### src/rtl/lsu_pkg.sv
package lsu_pkg;

	localparam int LSU_ADDR_BITS = 16;

	// instruction codes
	localparam logic [2:0] OP_LDA = 3'd0;
	localparam logic [2:0] OP_LDX = 3'd1;
	localparam logic [2:0] OP_LDY = 3'd2;
	localparam logic [2:0] OP_STA = 3'd3;
	localparam logic [2:0] OP_STX = 3'd4;
	localparam logic [2:0] OP_STY = 3'd5;

	// addressing mode codes
	localparam logic [3:0] MODE_IMM    = 4'd0;
	localparam logic [3:0] MODE_ZP     = 4'd1;
	localparam logic [3:0] MODE_ZP_X   = 4'd2;
	localparam logic [3:0] MODE_ZP_Y   = 4'd3;
	localparam logic [3:0] MODE_ABS    = 4'd4;
	localparam logic [3:0] MODE_ABS_X  = 4'd5;
	localparam logic [3:0] MODE_ABS_Y  = 4'd6;
	localparam logic [3:0] MODE_IND_X  = 4'd7;
	localparam logic [3:0] MODE_IND_Y  = 4'd8;

	// supported modes per instruction, bit m set for mode m
	localparam logic [15:0] LEGAL_MODES [8] = '{
		16'h01F7, 16'h005B, 16'h0037, 16'h01F6,
		16'h001A, 16'h0016, 16'h0000, 16'h0000
	};

	typedef enum logic [1:0] {
		CLS_ILLEGAL,
		CLS_IMM,
		CLS_DIRECT,
		CLS_INDIRECT
	} cls_t;

	// RAM address source
	typedef enum logic [1:0] {
		AS_CLR,
		AS_EA,
		AS_ZP_NEXT,
		AS_PTR
	} asrc_t;

	// datapath part of a microcode word
	typedef struct packed {
		logic  accept;
		logic  clr_wr;
		asrc_t asrc;
		logic  plo_ld;
		logic  access;
		logic  ea_ld;
		logic  fin;
	} dp_ctl_t;

	// datapath status seen by the sequencer
	typedef struct packed {
		logic cmd_fire;
		cls_t cls;
		logic clr_last;
		logic out_free;
	} dp_stat_t;

	function automatic cls_t lsu_class(input logic [2:0] op, input logic [3:0] mode);
		cls_t c;
		if (!LEGAL_MODES[op][mode])
			c = CLS_ILLEGAL;
		else if (mode == MODE_IMM)
			c = CLS_IMM;
		else if (mode == MODE_IND_X || mode == MODE_IND_Y)
			c = CLS_INDIRECT;
		else
			c = CLS_DIRECT;
		return c;
	endfunction

endpackage

### src/rtl/lsu_useq.sv
module lsu_useq import lsu_pkg::*; (
	input  logic     clk,
	input  logic     arst_n,
	input  dp_stat_t stat,
	output dp_ctl_t  ctl
);

	typedef enum logic [2:0] {
		ST_CLEAR,
		ST_IDLE,
		ST_PTR_LO,
		ST_PTR_HI,
		ST_PTR_ACC,
		ST_ACCESS,
		ST_EXEC
	} step_t;

	typedef enum logic [2:0] {
		J_SEQ,
		J_GOTO,
		J_ACCEPT,
		J_CLEAR,
		J_RESULT
	} jmp_t;

	typedef struct packed {
		dp_ctl_t dp;
		jmp_t    jmp;
		step_t   tgt;
	} uword_t;

	// control store: accept, clr_wr, asrc, plo_ld, access, ea_ld, fin | jump | target
	function automatic uword_t ucode(input step_t s);
		uword_t w;
		unique case (s)
			ST_CLEAR:   w = '{'{1'b0, 1'b1, AS_CLR,     1'b0, 1'b0, 1'b0, 1'b0}, J_CLEAR,  ST_IDLE};
			ST_IDLE:    w = '{'{1'b1, 1'b0, AS_EA,      1'b0, 1'b0, 1'b0, 1'b0}, J_ACCEPT, ST_IDLE};
			ST_PTR_LO:  w = '{'{1'b0, 1'b0, AS_EA,      1'b0, 1'b0, 1'b0, 1'b0}, J_SEQ,    ST_IDLE};
			ST_PTR_HI:  w = '{'{1'b0, 1'b0, AS_ZP_NEXT, 1'b1, 1'b0, 1'b0, 1'b0}, J_SEQ,    ST_IDLE};
			ST_PTR_ACC: w = '{'{1'b0, 1'b0, AS_PTR,     1'b0, 1'b1, 1'b1, 1'b0}, J_GOTO,   ST_EXEC};
			ST_ACCESS:  w = '{'{1'b0, 1'b0, AS_EA,      1'b0, 1'b1, 1'b0, 1'b0}, J_SEQ,    ST_IDLE};
			ST_EXEC:    w = '{'{1'b0, 1'b0, AS_EA,      1'b0, 1'b0, 1'b0, 1'b1}, J_RESULT, ST_IDLE};
			default:    w = '{'{1'b0, 1'b0, AS_EA,      1'b0, 1'b0, 1'b0, 1'b0}, J_GOTO,   ST_IDLE};
		endcase
		return w;
	endfunction

	function automatic step_t dispatch(input cls_t c);
		step_t s;
		unique case (c)
			CLS_ILLEGAL:  s = ST_EXEC;
			CLS_IMM:      s = ST_EXEC;
			CLS_DIRECT:   s = ST_ACCESS;
			CLS_INDIRECT: s = ST_PTR_LO;
			default:      s = ST_EXEC;
		endcase
		return s;
	endfunction

	step_t  step_q;
	step_t  step_n;
	uword_t uw;

	assign uw  = ucode(step_q);
	assign ctl = uw.dp;

	always_comb begin
		unique case (uw.jmp)
			J_SEQ:    step_n = step_t'(step_q + 3'd1);
			J_GOTO:   step_n = uw.tgt;
			J_ACCEPT: step_n = stat.cmd_fire ? dispatch(stat.cls) : step_q;
			J_CLEAR:  step_n = stat.clr_last ? uw.tgt : step_q;
			J_RESULT: step_n = stat.out_free ? uw.tgt : step_q;
			default:  step_n = ST_IDLE;
		endcase
	end

	always_ff @(posedge clk or negedge arst_n) begin
		if (!arst_n) begin
			step_q <= ST_CLEAR;
		end else begin
			step_q <= step_n;
		end
	end

`ifndef SYNTH
	a_fire_idle: assert property (@(posedge clk) disable iff (!arst_n)
		stat.cmd_fire |-> step_q == ST_IDLE)
		else $error("command taken outside idle step");
	a_clear_once: assert property (@(posedge clk) disable iff (!arst_n)
		step_q != ST_CLEAR |=> step_q != ST_CLEAR)
		else $error("clear pass restarted");
	a_ptr_order: assert property (@(posedge clk) disable iff (!arst_n)
		step_q == ST_PTR_LO |=> step_q == ST_PTR_HI)
		else $error("pointer fetch out of order");
`endif

endmodule

### config.mk
export PLATFORM = sky130hd
export DESIGN_NAME = lsu_useq
export DESIGN_NICKNAME = d
export VERILOG_FILES = /design/src/rtl/lsu_pkg.sv /design/src/rtl/lsu_useq.sv
export SDC_FILE = /design/constraint.sdc
export NUM_CORES = 1
export LEC_CHECK = 0
export CORE_AREA = 3 3 40 42
export CTS_BUF_LIST = sky130_fd_sc_hd__clkbuf_2
export DETAILED_ROUTE_END_ITERATION = 10
export DIE_AREA = 0 0 43 45
export DONT_BUFFER_PORTS = 1
export PLACE_DENSITY_LB_ADDON = 0.2
export SYNTH_ARGS = -nofsm -noshare
export SYNTH_HDL_FRONTEND = slang
export SYNTH_SLANG_ARGS = --single-unit
### constraint.sdc
create_clock -name clk -period 2.9 [get_ports clk]
set_clock_uncertainty 0.1 [all_clocks]
set_input_delay 0.58 -clock clk [delete_from_list [all_inputs] [get_ports clk]]
set_output_delay 0.58 -clock clk [all_outputs]
set_load 0.02 [all_outputs]
# --- After elaboration in Yosys (flattened, before gate mapping) ---
# Cells that the tools add are included.
totals:
  ff_bits: 3
  input_bits: 7
  output_inout_bits: 8
  word_cells: 29
classes:
  n_addsub: 1
  n_eq_ne: 16
  muxes: 6
  reduce_logical: 5
op_table:
  columns: ["operator", "n"]
  rows:
  - ["case mux 14 bit (7 select lines)", 1]
  - ["case mux 3 bit (5 select lines)", 1]
  - ["== test 3 x 2 -> 1 bit, second input constant", 4]
  - ["== test 3 bit, second input constant", 4]
  - ["2-to-1 mux 3 bit", 3]
  - ["case mux 3 bit (3 select lines)", 1]
  - ["== test 3 x 1 -> 1 bit, second input constant", 2]
  - ["zero test 3 bit", 2]
  - ["inequality test 2 bit, second input constant", 3]
  - ["== test 2 bit, second input constant", 2]
  - ["adder 3 x 1 -> 3 bit, second input constant", 1]
  - ["AND reduction 3 bit", 1]
  - ["== test 2 x 1 -> 1 bit, second input constant", 1]
  - ["zero test 2 bit", 1]
  - ["OR reduction 2 bit", 1]

# --- Longest topological paths before layout ---
depth:
  word_depth: 5
  depth_mapped: 7
  mapped_depth_nobuf: 6

# --- Least setup slack after synthesis ---
# No wires, ideal clock.
synth_path:
  path_kind: "reg2out"
  startpoint: "register step_q[1]"
  endpoint: "output port ctl[4] (netlist bit)"
  arrival_ps: 1459
  required_time_ps: 2220
  slack_ps: 761
  stages_incl_launch_ff: 5
  path_buffers: 0
  path_cell_list: "dfrtp_1 > inv_1 > ha_1 > nor2b_1 > o21ai_0"
synth_rtl:
  columns: ["element", "line", "rtl"]
  rows:
  - ["start, declared", "lsu_useq.sv:60", "step_t step_q;"]
  - ["start signal, assigned", "lsu_useq.sv:82", "step_q <= step_n;"]
  - ["end, declared", "lsu_useq.sv:5", "output dp_ctl_t ctl"]

==> metrics <==
total nets after synthesis 67; initial antenna violation count 0; cell count after synthesis 54; Final Wtd Congestion 0.747; n_diodes 0; vias in the first global route approximately 360; category of the worst setup path capture point output port; number of hold violations in the final report 0; number of different library cells in the post-synthesis netlist 25; flip-flop count of the largest register after layout 3; final cell count without fillers 73; width of the chip approximately 43 µm; area share of the largest cell type after synthesis 18.0%; via count around 400; placed wire-length estimate after detailed placement 755 µm; worst max-slew margin expressed relative to the limit roughly 71%; Worst setup SP type register; portion of the post-synthesis area used by sequential elements approximately 18%; insertion delay to the later sink of the worst-skew pair around 0.2 ns; Area contributors post-synth dfrtp_1, ha_1, nor2b_1, inv_1, o32a_1; flip-flop and latch count after synthesis 3; count of fill cells added during filler insertion about 140; number of maximum-capacitance constraint violations 0; largest registers step_q: 3 flops; class of the worst hold path in -> reg; worst path arrival time 1.77 ns; ratio of final minimum period to clock period 84.4%; top cell type by total area after synthesis dfrtp_1; placeable core region 0.00128 mm²; number of nets in the layout a little over 70; clock period minus final worst setup slack 2.45 ns; CTS clock-pin slew for the worst setup and hold paths around 0.04 ns; cell area after synthesis 418 µm²; Worst Path Max Fanout 6; count of routing violations after the opening detailed-route iteration 3; setup fix buffers added after clock tree synthesis 0; Cell Rows 13; Die Footprint just under 0.002 mm²; wire length per cell 12.3 µm; number of endpoints failing setup at the final stage 0; footprint of the multi-input gates 305 µm²; largest net degree at the start of global routing 11; buffers added on ports 0; aggregate routed wire length roughly 900 µm; GRT Overall Usage between 10% and 20%; clock tree from TritonCTS done; static power due to leakage ~0.22 nW; synthesized area per cell a little under 8 µm²; Starting Density about a third; gr ovfl total 0; total negative slack 0 ns; Highest Clock Rate between 400 and 500 MHz; number of remaining DRC errors 0; Reg area 75.1 µm²; top register by number of flip-flops step_q; die span in y roughly 45 µm; measured slew at the worst slew-check pin roughly 0.43 ns; worst path required time between 2 and 2.5 ns; Area Overhead vs Synth 11.7%; Bufs on Longest Clock Path 2; final worst hold slack 0.493 ns; number of clock sinks 3; vias per cell about 5.5; final count of pins violating max slew 0; wire length of the first global-routing pass around 1500 µm; setup repair after global routing missed its margin no; cts bufs inserted 3; CTS root buf clkbuf_2; # H-tree levels 1; share of cells above drive strength 1 12.1%; number of placed instances with taps included ~70; outcome finished, final reports clean; Syn. warnings 0; utilization after layout approximately 36%; boundary pin count 15; critical path start-end classification reg -> out; worst ir drop on vdd around 0.00046 V; post-route ant nets 0; power per cell area around 1200 mW/mm²; number of optimization iterations in the first detailed-route pass 3
==> area by class of cell <==
class                   count  area share [%]
inverters                   6            4.83
multi-input cells          42            65.4
clock buffers               4            4.29
repair buffers              3            5.36
flip-flops and latches      3            16.1
well taps                  15            4.02
==> cells in the mapped netlist <==
| master | n |
|---|---|
| a2111oi_0 | 1 |
| a211oi_1 | 1 |
| a21oi_1 | 1 |
| a22o_1 | 1 |
| a311oi_1 | 2 |
| a32o_1 | 1 |
| and3_1 | 1 |
| buf_2 | 3 |
| dfrtp_1 | 3 |
| ha_1 | 6 |
| inv_1 | 6 |
| mux2_1 | 1 |
| nand2_1 | 2 |
| nand2b_1 | 1 |
| nor2_1 | 5 |
| nor2b_1 | 6 |
| nor3_1 | 1 |
| nor4_1 | 2 |
| o21ai_0 | 1 |
| o21ai_1 | 1 |
| o22ai_1 | 2 |
| o32a_1 | 2 |
| or2_1 | 1 |
| or2_2 | 1 |
| or3_1 | 2 |
==> per-layer routing <==
layer,part of all wire (%),up-vias,wire length [µm],GRT usage [%]
met2,48,8,432,16.2
met5,0,-,0,0
met4,1.7,0,15,7.23
met1,46,184,414,14.6
met3,3.9,2,35,0.398
li1,-,205,-,-
==> timing repair <==
item / 4_1_cts / 5_1_grt
endpoints found under the hold margin: 3 / 0
resized for setup: 0 / 0
hold buffers: 1 / 0
endpoints found under the setup margin: 0 / 0
==> worst paths after layout <==
check                               start   endpoint  slack [ns]  cells past startpoint
worst min-delay path              stat[0]  step_q[2]        0.49                      2
worst max-delay path            step_q[1]     ctl[4]        0.45                      5
worst max register to register  step_q[0]  step_q[0]        0.60                      6
min in group asynchronous          arst_n  step_q[2]        0.52                      1
max in group asynchronous          arst_n  step_q[1]        2.04                      1
worst min register to register  step_q[0]  step_q[0]        0.50                      1
==> worst max-delay path: stages (launching register included) <==
cell,delay (ns)
dfrtp_1,0.41
inv_1,0.13
ha_1,0.25
nor2b_1,0.42
o21ai_0,0.16
buf_4,0.18
==> cell usage in the layout (no fill, tap or decap), drive strengths merged, types with 2 or more instances in the layout <==
master,instances
or3,2
ha,6
a311oi,2
or2,2
nand2,2
inv,6
dfrtp,3
o21ai,2
o32a,2
o22ai,2
nor2,5
clkbuf,4
buf,2
nor4,2
nor2b,6
==> per-stage QoR <==
| step | power, mW | setup WS, ns | instance area (µm²) |
|---|---|---|---|
| after CTS | 0.575 | 0.425 | 467 |
| after detailed placement | 0.512 | 0.595 | 437 |
| after floorplan | 0.431 | 0.761 | 418 |
| final | 0.566 | 0.453 | 467 |
| after global routing | 0.630 | 0.282 | 467 |
| after global placement | 0.517 | 0.614 | 437 |
==> cells by family (layout without fill, tap and decap cells) <==
kind of cell | count (synthesis) | in the layout | synth area share (%)
AOI/OAI and AO/OA | 13 | 13 | 24.0
adders and majority gates | 6 | 6 | 18.0
buffers and inverters | 9 | 13 | 8.98
DFF | 3 | 3 | 18.0
muxes | 1 | 1 | 2.69
and+or+nand+nor | 22 | 22 | 28.4
==> where the power goes <==
group | switching, mW | internal, mW
registers | 0.0168 | 0.0607
logic | 0.261 | 0.169
clock network | 0.0220 | 0.0364
total | 0.300 | 0.266
(Power assumes the default switching activity.)
